### config.mk
export PLATFORM = sky130hd
export DESIGN_NAME = sensor_frame_parser
export DESIGN_NICKNAME = d
export VERILOG_FILES = /design/src/rtl/core/sfp_pkg.sv /design/src/rtl/core/sfp_fifo.sv /design/src/rtl/core/sfp_front.sv /design/src/rtl/core/sfp_back.sv /design/src/rtl/core/sensor_frame_parser.sv
export SDC_FILE = /design/constraint.sdc
export NUM_CORES = 1
export LEC_CHECK = 0
export BUFFER_PORTS_ARGS = -buffer_cell sky130_fd_sc_hd__buf_2
export CAP_MARGIN = 20
export CELL_PAD_IN_SITES_DETAIL_PLACEMENT = 0
export CELL_PAD_IN_SITES_GLOBAL_PLACEMENT = 2
export CORE_UTILIZATION = 47
export CTS_BUF_LIST = sky130_fd_sc_hd__clkbuf_2 sky130_fd_sc_hd__clkbuf_4 sky130_fd_sc_hd__clkbuf_8
export DETAILED_ROUTE_END_ITERATION = 10
export PLACE_DENSITY = 0.8
export SLEW_MARGIN = 5
export SYNTH_ARGS = -nofsm -noshare
export SYNTH_HDL_FRONTEND = slang
export SYNTH_SLANG_ARGS = --single-unit
### constraint.sdc
create_clock -name clk_i -period 4 [get_ports clk_i]
set_clock_uncertainty 0.15 [all_clocks]
set_input_delay 0.4 -clock clk_i [delete_from_list [all_inputs] [get_ports clk_i]]
set_output_delay 0.4 -clock clk_i [all_outputs]
set_load 0.01 [all_outputs]
### src/rtl/core/sfp_pkg.sv
package sfp_pkg;

  // Build-time limits of the payload buffer.
  localparam int unsigned MAX_PAYLOAD_DEF = 32;
  localparam int unsigned MAX_PAYLOAD_LIM = 64;
  localparam int unsigned PLEN_W          = $clog2(MAX_PAYLOAD_LIM + 1);

  // Frame format.
  localparam logic [7:0]  HDR_FIRST    = 8'h42;
  localparam logic [7:0]  HDR_SECOND   = 8'h4D;
  localparam int unsigned LEN_OVERHEAD = 2;

  // Result format.
  localparam int unsigned MAX_WORDS = 16;
  localparam int unsigned IDX_W     = 4;
  localparam int unsigned PBYTES_W  = 6;

  // Frame descriptor queue between the parser and the drain.
  localparam int unsigned DESC_DEPTH = 2;

  typedef enum logic [2:0] {
    PH_HUNT1,
    PH_HUNT2,
    PH_LEN_HI,
    PH_LEN_LO,
    PH_DATA,
    PH_CHK_HI,
    PH_CHK_LO
  } phase_e;

  typedef enum logic {
    DR_IDLE,
    DR_WORDS
  } drain_e;

  typedef struct packed {
    logic              ok;
    logic [PLEN_W-1:0] plen;
  } desc_t;

  typedef struct packed {
    logic       en;
    logic       lane;
    logic [7:0] data;
  } wr_t;

endpackage

### src/rtl/core/sfp_fifo.sv
module sfp_fifo (
  input  logic          clk_i,
  input  logic          rst_ni,
  input  logic          push_i,
  input  sfp_pkg::desc_t desc_i,
  input  logic          pop_i,
  output sfp_pkg::desc_t desc_o,
  output logic          full_o,
  output logic          empty_o
);

  localparam int unsigned PtrW = (sfp_pkg::DESC_DEPTH > 1) ? $clog2(sfp_pkg::DESC_DEPTH) : 1;

  sfp_pkg::desc_t entries_q [sfp_pkg::DESC_DEPTH];
  logic [PtrW-1:0] wr_ptr_q, wr_ptr_d;
  logic [PtrW-1:0] rd_ptr_q, rd_ptr_d;
  logic [PtrW:0]   count_q, count_d;

  assign full_o  = (count_q == (PtrW + 1)'(sfp_pkg::DESC_DEPTH));
  assign empty_o = (count_q == '0);
  assign desc_o  = entries_q[rd_ptr_q];

  always_comb begin
    wr_ptr_d = wr_ptr_q;
    rd_ptr_d = rd_ptr_q;
    count_d  = count_q;
    if (push_i) begin
      wr_ptr_d = (wr_ptr_q == PtrW'(sfp_pkg::DESC_DEPTH - 1)) ? '0 : wr_ptr_q + 1'b1;
    end
    if (pop_i) begin
      rd_ptr_d = (rd_ptr_q == PtrW'(sfp_pkg::DESC_DEPTH - 1)) ? '0 : rd_ptr_q + 1'b1;
    end
    if (push_i && !pop_i) begin
      count_d = count_q + 1'b1;
    end else if (pop_i && !push_i) begin
      count_d = count_q - 1'b1;
    end
  end

  always_ff @(posedge clk_i or negedge rst_ni) begin
    if (!rst_ni) begin
      wr_ptr_q <= '0;
      rd_ptr_q <= '0;
      count_q  <= '0;
    end else begin
      wr_ptr_q <= wr_ptr_d;
      rd_ptr_q <= rd_ptr_d;
      count_q  <= count_d;
    end
  end

  always_ff @(posedge clk_i) begin
    if (push_i) begin
      entries_q[wr_ptr_q] <= desc_i;
    end
  end

`ifndef SYNTHESIS
  assert property (@(posedge clk_i) disable iff (!rst_ni) push_i |-> !full_o)
    else $error("descriptor pushed into a full queue");
  assert property (@(posedge clk_i) disable iff (!rst_ni) pop_i |-> !empty_o)
    else $error("descriptor popped from an empty queue");
`endif

endmodule

### src/rtl/core/sfp_front.sv
module sfp_front #(
  parameter int unsigned MAX_PAYLOAD = sfp_pkg::MAX_PAYLOAD_DEF
) (
  input  logic           clk_i,
  input  logic           rst_ni,
  input  logic           in_valid_i,
  output logic           in_stall_o,
  input  logic [7:0]     rx_byte_i,
  input  logic           back_busy_i,
  input  logic           desc_full_i,
  output logic           desc_push_o,
  output sfp_pkg::desc_t desc_o,
  output sfp_pkg::wr_t   wr_o,
  output logic [((((MAX_PAYLOAD + 1) / 2) > 1) ? $clog2((MAX_PAYLOAD + 1) / 2) : 1)-1:0]
                         wr_addr_o
);

  localparam int unsigned Words = (MAX_PAYLOAD + 1) / 2;
  localparam int unsigned AddrW = (Words > 1) ? $clog2(Words) : 1;
  localparam int unsigned PosW  = $clog2(MAX_PAYLOAD + 1);
  localparam logic [15:0] LenMax = 16'(MAX_PAYLOAD + sfp_pkg::LEN_OVERHEAD);
  localparam logic [15:0] LenMin = 16'(sfp_pkg::LEN_OVERHEAD);

  sfp_pkg::phase_e phase_q, phase_d;
  logic [15:0]     sum_q, sum_d;
  logic [7:0]      chk_hi_q, chk_hi_d;
  logic [PosW-1:0] plen_q, plen_d;
  logic [PosW-1:0] pos_q, pos_d;

  logic        acc;
  logic [15:0] len;
  logic [15:0] sum_add;
  logic        len_bad;
  logic        data_last;

  assign acc       = in_valid_i && !in_stall_o;
  assign len       = {chk_hi_q, rx_byte_i};
  assign sum_add   = sum_q + {8'h00, rx_byte_i};
  assign len_bad   = (len < LenMin) || (len > LenMax);
  assign data_last = (PosW'(pos_q + 1'b1) == plen_q);

  // Next state.
  always_comb begin
    phase_d = phase_q;
    if (acc) begin
      unique case (phase_q)
        sfp_pkg::PH_HUNT1: begin
          phase_d = (rx_byte_i == sfp_pkg::HDR_FIRST) ? sfp_pkg::PH_HUNT2 : sfp_pkg::PH_HUNT1;
        end
        sfp_pkg::PH_HUNT2: begin
          if (rx_byte_i == sfp_pkg::HDR_SECOND) begin
            phase_d = sfp_pkg::PH_LEN_HI;
          end else if (rx_byte_i == sfp_pkg::HDR_FIRST) begin
            phase_d = sfp_pkg::PH_HUNT2;
          end else begin
            phase_d = sfp_pkg::PH_HUNT1;
          end
        end
        sfp_pkg::PH_LEN_HI: phase_d = sfp_pkg::PH_LEN_LO;
        sfp_pkg::PH_LEN_LO: begin
          if (len_bad) begin
            phase_d = sfp_pkg::PH_HUNT1;
          end else if (len == LenMin) begin
            phase_d = sfp_pkg::PH_CHK_HI;
          end else begin
            phase_d = sfp_pkg::PH_DATA;
          end
        end
        sfp_pkg::PH_DATA:   phase_d = data_last ? sfp_pkg::PH_CHK_HI : sfp_pkg::PH_DATA;
        sfp_pkg::PH_CHK_HI: phase_d = sfp_pkg::PH_CHK_LO;
        sfp_pkg::PH_CHK_LO: phase_d = sfp_pkg::PH_HUNT1;
        default:            phase_d = sfp_pkg::PH_HUNT1;
      endcase
    end
  end

  // Outputs. Payload bytes wait while the drain still reads the previous frame
  // out of the buffer, and the last checksum byte waits while the queue is full.
  always_comb begin
    in_stall_o  = ((phase_q == sfp_pkg::PH_DATA) && back_busy_i) ||
                  ((phase_q == sfp_pkg::PH_CHK_LO) && desc_full_i);
    wr_o.en     = acc && (phase_q == sfp_pkg::PH_DATA);
    wr_o.lane   = pos_q[0];
    wr_o.data   = rx_byte_i;
    wr_addr_o   = pos_q[AddrW:1];
    desc_push_o = acc && (phase_q == sfp_pkg::PH_CHK_LO);
    desc_o.ok   = (len == sum_q);
    desc_o.plen = sfp_pkg::PLEN_W'(plen_q);
  end

  always_comb begin
    sum_d    = sum_q;
    chk_hi_d = chk_hi_q;
    plen_d   = plen_q;
    pos_d    = pos_q;
    if (acc) begin
      case (phase_q)
        sfp_pkg::PH_HUNT1: sum_d = {8'h00, rx_byte_i};
        sfp_pkg::PH_HUNT2: begin
          sum_d = (rx_byte_i == sfp_pkg::HDR_SECOND) ? sum_add : {8'h00, rx_byte_i};
        end
        sfp_pkg::PH_LEN_HI: begin
          sum_d    = sum_add;
          chk_hi_d = rx_byte_i;
        end
        sfp_pkg::PH_LEN_LO: begin
          sum_d  = sum_add;
          plen_d = PosW'(len - LenMin);
          pos_d  = '0;
        end
        sfp_pkg::PH_DATA: begin
          sum_d = sum_add;
          pos_d = PosW'(pos_q + 1'b1);
        end
        sfp_pkg::PH_CHK_HI: chk_hi_d = rx_byte_i;
        default: ;
      endcase
    end
  end

  always_ff @(posedge clk_i or negedge rst_ni) begin
    if (!rst_ni) begin
      phase_q <= sfp_pkg::PH_HUNT1;
    end else begin
      phase_q <= phase_d;
    end
  end

  always_ff @(posedge clk_i) begin
    sum_q    <= sum_d;
    chk_hi_q <= chk_hi_d;
    plen_q   <= plen_d;
    pos_q    <= pos_d;
  end

`ifndef SYNTHESIS
  assert property (@(posedge clk_i) disable iff (!rst_ni) wr_o.en |-> !back_busy_i)
    else $error("payload buffer written while the drain may still read it");
`endif

endmodule

### src/rtl/core/sfp_back.sv
module sfp_back #(
  parameter int unsigned MAX_PAYLOAD = sfp_pkg::MAX_PAYLOAD_DEF
) (
  input  logic                          clk_i,
  input  logic                          rst_ni,
  input  sfp_pkg::wr_t                  wr_i,
  input  logic [((((MAX_PAYLOAD + 1) / 2) > 1) ? $clog2((MAX_PAYLOAD + 1) / 2) : 1)-1:0]
                                        wr_addr_i,
  input  logic                          desc_empty_i,
  input  sfp_pkg::desc_t                desc_i,
  output logic                          desc_pop_o,
  output logic                          busy_o,
  output logic                          out_valid_o,
  input  logic                          out_stall_i,
  output logic                          checksum_ok_o,
  output logic                          has_word_o,
  output logic [sfp_pkg::IDX_W-1:0]     word_index_o,
  output logic [15:0]                   word_value_o,
  output logic [sfp_pkg::PBYTES_W-1:0]  payload_bytes_o,
  output logic                          last_o
);

  localparam int unsigned Words = (MAX_PAYLOAD + 1) / 2;
  localparam int unsigned AddrW = (Words > 1) ? $clog2(Words) : 1;
  localparam int unsigned PlenW = sfp_pkg::PLEN_W;
  localparam int unsigned IdxW  = sfp_pkg::IDX_W;

  sfp_pkg::drain_e state_q, state_d;

  logic [15:0]      mem_q [Words];
  logic [15:0]      rdata_q;
  logic [IdxW-1:0]  k_q, nlast_q;
  logic [PlenW-1:0] plen_q;

  logic             valid_q, valid_d;
  logic             ok_q, has_word_q, last_q;
  logic [IdxW-1:0]  idx_q;
  logic [15:0]      value_q;
  logic [sfp_pkg::PBYTES_W-1:0] pbytes_q;

  logic             out_free;
  logic             word_frame;
  logic             k_last;
  logic             rd_en;
  logic [AddrW-1:0] rd_addr;
  logic             load_single;
  logic             load_word;
  logic [PlenW-1:0] half_m1;
  logic [IdxW-1:0]  nlast_d;
  logic [7:0]       lo_byte;

  assign out_free   = !valid_q || !out_stall_i;
  assign word_frame = desc_i.ok && (desc_i.plen != '0);
  assign k_last     = (k_q == nlast_q);
  assign busy_o     = (state_q != sfp_pkg::DR_IDLE) || !desc_empty_i;

  // Index of the last word: (plen - 1) / 2, capped by the result limit.
  assign half_m1 = (desc_i.plen - PlenW'(1)) >> 1;
  assign nlast_d = (half_m1 > PlenW'(sfp_pkg::MAX_WORDS - 1)) ?
                   IdxW'(sfp_pkg::MAX_WORDS - 1) : half_m1[IdxW-1:0];

  // An odd payload pads its final word with a zero low byte.
  assign lo_byte = (PlenW'({k_q, 1'b1}) < plen_q) ? rdata_q[7:0] : 8'h00;

  // Next state.
  always_comb begin
    state_d = state_q;
    unique case (state_q)
      sfp_pkg::DR_IDLE: begin
        if (!desc_empty_i && word_frame) begin
          state_d = sfp_pkg::DR_WORDS;
        end
      end
      sfp_pkg::DR_WORDS: begin
        if (out_free && k_last) begin
          state_d = sfp_pkg::DR_IDLE;
        end
      end
      default: state_d = sfp_pkg::DR_IDLE;
    endcase
  end

  // Outputs. The buffer read for the next word goes out in the same cycle
  // as the current word is loaded, so words leave one per cycle unless stalled.
  always_comb begin
    desc_pop_o  = 1'b0;
    rd_en       = 1'b0;
    rd_addr     = '0;
    load_single = 1'b0;
    load_word   = 1'b0;
    unique case (state_q)
      sfp_pkg::DR_IDLE: begin
        if (!desc_empty_i) begin
          if (word_frame) begin
            desc_pop_o = 1'b1;
            rd_en      = 1'b1;
          end else if (out_free) begin
            desc_pop_o  = 1'b1;
            load_single = 1'b1;
          end
        end
      end
      sfp_pkg::DR_WORDS: begin
        if (out_free) begin
          load_word = 1'b1;
          if (!k_last) begin
            rd_en   = 1'b1;
            rd_addr = AddrW'(k_q + 1'b1);
          end
        end
      end
      default: ;
    endcase
  end

  always_ff @(posedge clk_i) begin
    if (wr_i.en) begin
      if (wr_i.lane) begin
        mem_q[wr_addr_i][7:0] <= wr_i.data;
      end else begin
        mem_q[wr_addr_i][15:8] <= wr_i.data;
      end
    end
    if (rd_en) begin
      rdata_q <= mem_q[rd_addr];
    end
  end

  always_ff @(posedge clk_i) begin
    if (desc_pop_o && word_frame) begin
      plen_q  <= desc_i.plen;
      nlast_q <= nlast_d;
      k_q     <= '0;
    end else if (load_word && !k_last) begin
      k_q <= k_q + 1'b1;
    end
  end

  always_comb begin
    if (load_single || load_word) begin
      valid_d = 1'b1;
    end else begin
      valid_d = valid_q && out_stall_i;
    end
  end

  always_ff @(posedge clk_i or negedge rst_ni) begin
    if (!rst_ni) begin
      state_q <= sfp_pkg::DR_IDLE;
      valid_q <= 1'b0;
    end else begin
      state_q <= state_d;
      valid_q <= valid_d;
    end
  end

  always_ff @(posedge clk_i) begin
    if (load_single) begin
      ok_q       <= desc_i.ok;
      has_word_q <= 1'b0;
      idx_q      <= '0;
      value_q    <= '0;
      pbytes_q   <= desc_i.plen[sfp_pkg::PBYTES_W-1:0];
      last_q     <= 1'b1;
    end else if (load_word) begin
      ok_q       <= 1'b1;
      has_word_q <= 1'b1;
      idx_q      <= k_q;
      value_q    <= {rdata_q[15:8], lo_byte};
      pbytes_q   <= plen_q[sfp_pkg::PBYTES_W-1:0];
      last_q     <= k_last;
    end
  end

  assign out_valid_o     = valid_q;
  assign checksum_ok_o   = ok_q;
  assign has_word_o      = has_word_q;
  assign word_index_o    = idx_q;
  assign word_value_o    = value_q;
  assign payload_bytes_o = pbytes_q;
  assign last_o          = last_q;

`ifndef SYNTHESIS
  assert property (@(posedge clk_i) disable iff (!rst_ni)
    (state_q == sfp_pkg::DR_WORDS) |-> (k_q <= nlast_q))
    else $error("word counter ran past the last word of the frame");
  assert property (@(posedge clk_i) disable iff (!rst_ni)
    (valid_q && !has_word_q) |-> last_q)
    else $error("verdict result not marked as the end of its frame");
`endif

endmodule

### src/rtl/core/sensor_frame_parser.sv
// Serial frame parser with an additive 16-bit checksum.
// Input channel: one received byte per transaction on rx_byte_i, qualified by
// in_valid_i and held off by in_stall_o. Output channel: one result per
// transaction on out_valid_o, held off by out_stall_i.
// The parser hunts for the 0x42 0x4D header, reads a big-endian length and
// buffers the payload; at the final checksum byte it queues a frame record.
// A bad checksum, or a good one with an empty payload, gives one result;
// a good frame gives its payload as big-endian words, one result per word.
// A single-result frame passes the record queue and the output register after
// its last byte is taken; the first word of a good frame also passes the buffer
// read register. Further words follow one per cycle while the receiver does not
// stall. Throughput: one byte per cycle. Payload bytes are held off while the
// previous frame is still being read out of the payload buffer, and the last
// checksum byte is held off while two frame records wait in the queue.
// A stalled result holds its value. Reset returns the parser to header hunt
// and empties the queue and the output register.
module sensor_frame_parser #(
  parameter int unsigned MAX_PAYLOAD = sfp_pkg::MAX_PAYLOAD_DEF
) (
  input  logic                         clk_i,
  input  logic                         rst_ni,
  input  logic                         in_valid_i,
  output logic                         in_stall_o,
  input  logic [7:0]                   rx_byte_i,
  output logic                         out_valid_o,
  input  logic                         out_stall_i,
  output logic                         checksum_ok_o,
  output logic                         has_word_o,
  output logic [sfp_pkg::IDX_W-1:0]    word_index_o,
  output logic [15:0]                  word_value_o,
  output logic [sfp_pkg::PBYTES_W-1:0] payload_bytes_o,
  output logic                         last_o
);

  localparam int unsigned Words = (MAX_PAYLOAD + 1) / 2;
  localparam int unsigned AddrW = (Words > 1) ? $clog2(Words) : 1;

  sfp_pkg::desc_t   push_desc, head_desc;
  sfp_pkg::wr_t     wr;
  logic [AddrW-1:0] wr_addr;
  logic             desc_push, desc_pop, desc_full, desc_empty;
  logic             back_busy;

  sfp_front #(
    .MAX_PAYLOAD (MAX_PAYLOAD)
  ) u_front (
    .clk_i       (clk_i),
    .rst_ni      (rst_ni),
    .in_valid_i  (in_valid_i),
    .in_stall_o  (in_stall_o),
    .rx_byte_i   (rx_byte_i),
    .back_busy_i (back_busy),
    .desc_full_i (desc_full),
    .desc_push_o (desc_push),
    .desc_o      (push_desc),
    .wr_o        (wr),
    .wr_addr_o   (wr_addr)
  );

  sfp_fifo u_fifo (
    .clk_i   (clk_i),
    .rst_ni  (rst_ni),
    .push_i  (desc_push),
    .desc_i  (push_desc),
    .pop_i   (desc_pop),
    .desc_o  (head_desc),
    .full_o  (desc_full),
    .empty_o (desc_empty)
  );

  sfp_back #(
    .MAX_PAYLOAD (MAX_PAYLOAD)
  ) u_back (
    .clk_i           (clk_i),
    .rst_ni          (rst_ni),
    .wr_i            (wr),
    .wr_addr_i       (wr_addr),
    .desc_empty_i    (desc_empty),
    .desc_i          (head_desc),
    .desc_pop_o      (desc_pop),
    .busy_o          (back_busy),
    .out_valid_o     (out_valid_o),
    .out_stall_i     (out_stall_i),
    .checksum_ok_o   (checksum_ok_o),
    .has_word_o      (has_word_o),
    .word_index_o    (word_index_o),
    .word_value_o    (word_value_o),
    .payload_bytes_o (payload_bytes_o),
    .last_o          (last_o)
  );

endmodule
==> metrics.md, run 1 <==
| Metric | Value |
|---|---|
| Worst-Skew Late Latency | `0.62 ns` |
| Relative slew slack | `0.185` |
| Largest net degree at the start of global routing | `65` |
| Core Region | `33400 um2` |
| Hold Path Origin | `rx_byte_i[4]` |
| DR iter-0 viols | `704` |
| Hold_ws | `0.0614 ns` |
| RSZ-0062 raised after global routing | `false` |
| Most used flip-flop cell after synthesis | `edfxtp_1` |
| WHS Path Cells | `1` |
| CTS tree | `yes` |
| Avg Cell Area, Syn | `14.1 um2` |
| Worst IR Drop VDD | `397 uV` |
| Setup violators final | `0` |
| Synth top area cells | `edfxtp_1 (64%), mux2_1 (3.6%), dfxtp_1 (3.3%)` |
| Die width | `186 um` |
| Post-synthesis sequential area ratio | `0.686` |
| Boundary Pins | `43` |
| Gr ovfl total | `0` |
| Die height | `186 um` |
| R2r endpoint | `u_back.rdata_q[9]` |
| I/O Buffers | `42` |
| RR Startpoint | `u_back.state_q` |
| Final Cell Area | `17900 um2` |
| TritonCTS Buffers | `59` |
| Drt total wl | `39200 um` |
| Crit-path max FO | `52` |
| First-pass GRT wire length | `58100 um` |
| CP arrival | `3.74 ns` |
| Share of the synthesized area in the top cell type | `0.639` |
| Critical Path Source Type | `flip-flop` |
| Starting density of the core | `0.476` |
| Vias | `9784` |
| Most frequent cells after synthesis | `edfxtp_1 (339), nor2_1 (118), nand2_1 (64), mux2_1 (51), o21ai_0 (46)` |
| Post-layout minimum cycle time | `3.57 ns` |
| Area Growth Syn to Fin | `12.5%` |
| Max Root-Sink Buffers | `3` |
| DRC viols | `0` |
| Post-Syn Nets | `1161` |
| Synth cell types | `61` |
| Yosys reg bits | `374` |
| Most common cell in the synthesized netlist | `edfxtp_1` |
| Vias in the first global route | `9370` |
| PD cells | `634 nW/um2` |
| Cells after Synth | `1131` |
| Reg clk slew, reported paths | `0.06 ns` |
| Post-DP Area | `16700 um2` |
| Required time worst endpoint | `4.17 ns` |
| Worst Max-Slew Pin Slew | `1.22 ns` |
| Synth warnings | `0` |
| Leakage | `6.11 nW` |
| Share of cells above drive strength 1 | `0.162` |
| DP Wirelength | `25400 um` |
| Reg2Reg Setup Slack | `0.43 ns` |
| Type of the tightest min-delay check | `input pin to flip-flop` |
| H-tree levels | `2` |
| Cell Area, Synth | `15900 um2` |
| Seq. cell area | `10900 um2` |
| Run status | `finished, final reports clean` |
| Final hold vios | `0` |
| Clock sinks | `374` |
| DP Cell Count | `1597` |
| Post-route insts no fill | `1713` |
| Antenna cells | `0` |
| Cell row count | `67` |
| CP Capture Type | `flip-flop` |
| Filler cells | `2819` |
| Ys async rst share | `0.0241` |
| Slew Limit Fails | `0` |
| Fmax | `280 MHz` |
| WL/cell | `22.9 um` |
| Gr usage total | `0.231` |
| Clock Root Buffer | `clkbuf_8` |
| Worst hold endpoint | `u_back.mem_q[4][4]` |
| Multi-input logic area | `4660 um2` |
| EDFF count, synth | `339` |
| Critical path type | `flip-flop to flip-flop` |
| Area of the die | `34600 um2` |
| FF-to-FF path depth | `7` |
| Initial antenna violation count | `1` |
| Utilization after layout | `0.536` |
| Post-DRT Antenna Nets | `0` |
| Setup TNS | `0 ns` |
| Final #Nets | `1248` |
| Gpl congestion | `0.815` |
| Yosys top cell by area | `edfxtp_1` |
| Max cap viols | `0` |
| Drt pass-1 iters | `5` |
| Tcrit/Tclk final | `0.892` |
| Via-to-Cell Ratio | `5.71` |
[power by group]
part           internal, mW  switching, mW  total [mW]
Sequential             4.66          0.256        4.92
Combinational          1.33           2.04        3.37
Clock                  1.60           1.48        3.08
Total                  7.59           3.78        11.4
[through the flow]
step / total power [mW] / setup slack [ns]
6_report: 11.4 / 0.432
5_1_grt: 11.9 / 0.411
4_1_cts: 11.4 / 0.542
3_5_place_dp: 8.33 / 0.513
3_3_place_gp: 8.31 / 0.223
2_1_floorplan: 7.21 / 0.756
[layout by cell type, fill, tap and decap left out, types with 16 or more instances in the layout]
master,n
and3_1,20
o21ai_0,46
edfxtp_1,339
mux2_1,51
mux2_2,29
clkbuf_8,59
a22o_1,24
nor4_1,22
clkbuf_4,16
buf_4,27
buf_2,42
a21oi_1,37
ha_1,17
nand2_1,63
dfxtp_1,26
inv_1,19
nor2_1,118
xor2_1,27
nand2b_1,25
a2111oi_0,27
a2bb2oi_1,16
o22ai_1,34
clkinv_1,17
xnor2_1,20
[worst max-delay path by stage]
stage	depth (start not counted)	to	from
2_1_floorplan	7	u_back.rdata_q[0]	u_fifo.rd_ptr_q
3_3_place_gp	8	u_back.rdata_q[12]	out_stall_i
3_5_place_dp	8	u_back.rdata_q[9]	out_stall_i
4_1_cts	7	u_back.rdata_q[9]	u_back.state_q
5_1_grt	7	u_back.rdata_q[10]	u_back.state_q
6_report	7	u_back.rdata_q[9]	u_back.state_q
[registers in the layout, indices dropped and copies added (netlist names), 4 cells and up]
| signal | count |
|---|---|
| u_back.word_value_o | 16 |
| u_front.plen_q | 6 |
| u_back.word_index_o | 4 |
| u_front.chk_hi_q | 8 |
| u_back.k_q | 4 |
| u_back.rdata_q | 16 |
| u_fifo.entries_q | 14 |
| u_front.sum_q | 16 |
| u_back.mem_q | 256 |
| u_back.payload_bytes_o | 6 |
| u_front.pos_q | 6 |
| u_back.nlast_q | 4 |
| u_back.plen_q | 6 |
[repair_timing]
| item | CTS | global route |
|---|---|---|
| buffers inserted | 0 | 0 |
| endpoints found under the hold margin | 14 | 0 |
| resized for setup | 0 | 0 |
| hold buffers | 6 | 0 |
| endpoints found under the setup margin | 0 | 0 |
[worst max-delay path: stages (launching register included)]
cell	delay, ns
dfrtp_1	0.43
a21bo_2	0.38
a41oi_4	0.26
nand2_2	0.24
buf_12	0.27
mux2_1	0.34
a2111oi_1	1.08
nor4_1	0.09
[cells by family after synthesis]
logic type	Yosys count	synth area share
AOI/OAI and AO/OA	223	0.0970
xor gates and xnor gates	50	0.0284
adders and majority gates	18	0.0146
buffers and inverters	77	0.0227
DFF	374	0.686
muxes	87	0.0610
and+or+nand+nor	302	0.0902
[final cells by class]
cell class,count,share of cell area
multi-input combinational,680,0.260
tap,448,0.0313
clock buffer,75,0.0520
inverter,19,0.00398
clock inverter,33,0.0104
sequential,374,0.610
timing repair buffer,84,0.0323
[layer usage]
| metal | vias to the layer above | share of wire | GRT usage |
|---|---|---|---|
| li1 | 4528 | - | - |
| met1 | 4881 | 0.46 | 0.329 |
| met2 | 326 | 0.46 | 0.355 |
| met3 | 47 | 0.069 | 0.0538 |
| met4 | 2 | 0.017 | 0.0620 |
| met5 | - | 0.00028 | 0 |
Power figures use the tool's default switching activity.
==> inputs of run 2 (changes only) <==
- ABC_AREA: unset -> 1
- CORE_UTILIZATION: 47 -> 43
==> metrics.md, run 2 <==
| Metric | Value |
|---|---|
| Run status | `finished, final reports clean` |
| Via-to-Cell Ratio | `5.13 (-10%)` |
| PD cells | `653 nW/um2 (+3.0%)` |
| Post-layout minimum cycle time | `3.21 ns (-0.362 ns)` |
| DR iter-0 viols | `898 (+28%)` |
| Crit-path max FO | `12 (-77%)` |
| Drt pass-1 iters | `5 (unchanged)` |
| Share of the synthesized area in the top cell type | `0.587 (-0.0520)` |
| Max cap viols | `0 (unchanged)` |
| H-tree levels | `3 (+1)` |
| DRC viols | `0 (unchanged)` |
| Post-CTS sizing | `0 (unchanged)` |
| DP Cell Count | `2236 (+40%)` |
| Worst-Skew Late Latency | `0.59 ns (-0.03 ns)` |
| CTS tree | `yes` |
| Gr ovfl total | `0 (unchanged)` |
| Fmax | `312 MHz (+11%)` |
| Largest net degree at the start of global routing | `194 (+200%)` |
| Worst Max-Slew Pin Slew | `0.978 ns (-0.241 ns)` |
| Most common cell after layout, fill and taps aside | `edfxtp_1` |
| Ys async rst share | `0.0241 (unchanged)` |
| Wl on met1 | `21500 um (+20%)` |
| Tcrit/Tclk final | `0.802 (-0.0905)` |
| Clock sinks | `374 (unchanged)` |
| Worst IR Drop VDD | `502 uV (+27%)` |
| Starting density of the core | `0.436 (-0.0398)` |
| First-pass GRT wire length | `70300 um (+21%)` |
| Post-synthesis compound-gate area fraction | `0.0293 (-0.0677)` |
| Largest reg by FF count | `u_back.mem_q` |
| Worst-path cell chain | `inv_1 > or2_2 > o21ai_1 > ha_1 > nand2_1 > nor2_1 > a21oi_2 > nand2_1 > inv_1 > nor2_2 > ha_1 > a21oi_1 > o21ai_0 > xnor2_1` |
| Yosys top cell by area | `edfxtp_1` |
| Initial antenna violation count | `0 (-1)` |
| Clock Root Buffer | `clkbuf_8` |
| Most used flip-flop cell after synthesis | `edfxtp_1` |
| Area Growth Syn to Fin | `12.5% (about the same)` |
| Largest register FFs | `256 (unchanged)` |
| CP arrival | `3.52 ns (-0.22 ns)` |
| Area of the die | `41100 um2 (+19%)` |
| Required time worst endpoint | `4.31 ns (+0.14 ns)` |
| TritonCTS Buffers | `67 (+14%)` |
| Synth top area cells | `edfxtp_1 (59%), nand3_1 (6.1%), inv_1 (6.0%)` |
| DP Wirelength | `28600 um (+12%)` |
| Total power | `12.7 mW (+12%)` |
| Filler cells | `3667 (+30%)` |
| Antenna cells | `0 (unchanged)` |
| I/O Buffers | `42 (unchanged)` |
| EDFF count, synth | `339 (unchanged)` |
| Final Cell Area | `19500 um2 (+8.8%)` |
| CP top delay family | `simple AND/OR/NAND/NOR gates` |
| Critical Path Slowest Stage Cell | `dfrtp_1` |
| Die width | `203 um (+9.0%)` |
| Critical path type | `flip-flop to flip-flop` |
| Leakage | `8.04 nW (+32%)` |
| Synth warnings | `0 (unchanged)` |
| Post-Syn Nets | `1749 (+51%)` |
| Most frequent cells in the layout | `edfxtp_1 (339), inv_1 (279), nand2_1 (265)` |
| Vias | `12100 (+24%)` |
| Met2 WL | `20800 um (+16%)` |
| Die height | `203 um (+9.0%)` |
| Top layer reached by signal wires | `met4` |
| Drt total wl | `45400 um (+16%)` |
| Core Region | `39700 um2 (+19%)` |
| RSZ-0062 raised after global routing | `false` |
| Boundary Pins | `43 (unchanged)` |
| WL/cell | `19.3 um (-16%)` |
| Post-DRT Antenna Nets | `0 (unchanged)` |
| Critical Path Source Type | `flip-flop` |
| CP Capture Type | `flip-flop` |
| Type of the tightest min-delay check | `input pin to asynchronous set/reset pin` |
| Multi-input logic area | `4910 um2 (+5.3%)` |
| Seq. cell area | `10900 um2 (unchanged)` |
| Synth Area in XOR/XNOR | `0.0126 (-0.0158)` |
| Most common cell in the synthesized netlist | `edfxtp_1` |
| Synth Area in Adders | `0.0134 (-0.00119)` |
| Met3 WL post-DR | `2290 um (-15%)` |
| Slew Limit Fails | `0 (unchanged)` |
| Post-route insts no fill | `2358 (+38%)` |
| Mux cell area share after synthesis | `0.000577 (-0.0604)` |
| Main combinational cell family by area after synthesis | `simple AND/OR/NAND/NOR gates` |
| Most frequent cells after synthesis | `edfxtp_1 (339), inv_1 (279), nand2_1 (265), nand3_1 (212), nor2_1 (155)` |
| Final #Nets | `1812 (+45%)` |
| Avg Cell Area, Syn | `10.1 um2 (-28%)` |
| Relative slew slack | `0.348 (+0.163)` |
| Simple-gate share of the synthesized area | `0.226 (+0.136)` |
| Setup violators final | `0 (unchanged)` |
| Cell Area, Synth | `17300 um2 (+8.9%)` |
| Max Root-Sink Buffers | `3 (unchanged)` |
| CP bufs+invs | `2 (+1)` |
| Yosys reg bits | `374 (unchanged)` |
| Post-synthesis sequential area ratio | `0.630 (-0.0558)` |
| Utilization after layout | `0.491 (-0.0448)` |
| Gpl congestion | `0.803 (-1.5%)` |
| Synth cell types | `44 (-28%)` |
| Reg clk slew, reported paths | `0.06 ns (about the same)` |
| Cell row count | `73 (+9.0%)` |
| Post-DP Area | `18100 um2 (+8.4%)` |
| Share of cells above drive strength 1 | `0.135 (-0.0273)` |
| Setup TNS | `0 ns (unchanged)` |
| Vias in the first global route | `11600 (+24%)` |
| Slowest stage delay, CP | `0.53 ns (-0.55 ns)` |
| Final hold vios | `0 (unchanged)` |
| Gr usage total | `0.226 (-0.00513)` |
| Cells after Synth | `1719 (+52%)` |
## run 2: logic make-up after synthesis
logic type | after synthesis
compound gates | 94
xor+xnor | 25
fa+ha+maj | 18
buf+inv | 373
flops | 374
mux | 1
simple gates | 834
## run 2: where the power goes
group | total, mW | internal, mW | switching (mW)
clock network | 3.64 | 2.08 | 1.56
registers | 4.97 | 4.74 | 0.226
logic | 4.12 | 1.26 | 2.87
total | 12.7 | 8.08 | 4.65
## run 2: area by class of cell
type	count	area share
Inverter	287	0.0555
Multi-Input combinational cell	972	0.252
Timing Repair Buffer	80	0.0289
Tap cell	525	0.0337
Clock inverter	20	0.00699
Clock buffer	100	0.0629
Sequential cell	374	0.560
## run 2: repair_timing
action	in CTS	in global routing
setup buffers	0	0
hold endpoints to repair	10	0
hold buffers	2	0
## run 2: worst paths after layout
| kind | from | cells after the start | slack (ns) | endpoint |
|---|---|---|---|---|
| hold reg to reg | u_back.word_value_o[6] | 2 | 0.30 | u_back.word_value_o[6] |
| setup reg to reg | u_fifo.rd_ptr_q | 14 | 0.79 | u_fifo.count_q[1] |
| min in group clk_i | rx_byte_i[7] | 1 | 0.05 | u_back.mem_q[6][15] |
| hold / removal | rst_ni | 2 | 0.05 | u_back.out_valid_o |
| max in group asynchronous | rst_ni | 2 | 3.44 | u_fifo.rd_ptr_q |
| setup / recovery | u_fifo.rd_ptr_q | 14 | 0.79 | u_fifo.count_q[1] |
## run 2: metrics by stage
stage / setup WS [ns] / hold slack (ns)
2_1_floorplan: 1.43 / -0.0456
3_3_place_gp: 0.868 / 0.128
3_5_place_dp: 0.788 / 0.134
4_1_cts: 0.790 / 0.0105
5_1_grt: 0.512 / 0.0101
6_report: 0.794 / 0.0452
## run 2: worst reg2reg max path, delay by kind of cell (launching register included)
| family | cells | cell delay (ns) |
|---|---|---|
| AND/OR/NAND/NOR | 5 | 0.90 |
| flip-flops | 1 | 0.53 |
| AO/OA/AOI/OAI | 4 | 0.52 |
| adder cells (fa/ha/maj) | 2 | 0.50 |
| buffers and inverters | 2 | 0.38 |
| XOR/XNOR | 1 | 0.13 |
## run 2: routing by layer
metal	global-route usage	up-vias
met1	0.324	5770
li1	-	5956
met3	0.0374	62
met2	0.351	310
met5	0	-
met4	0.0701	0
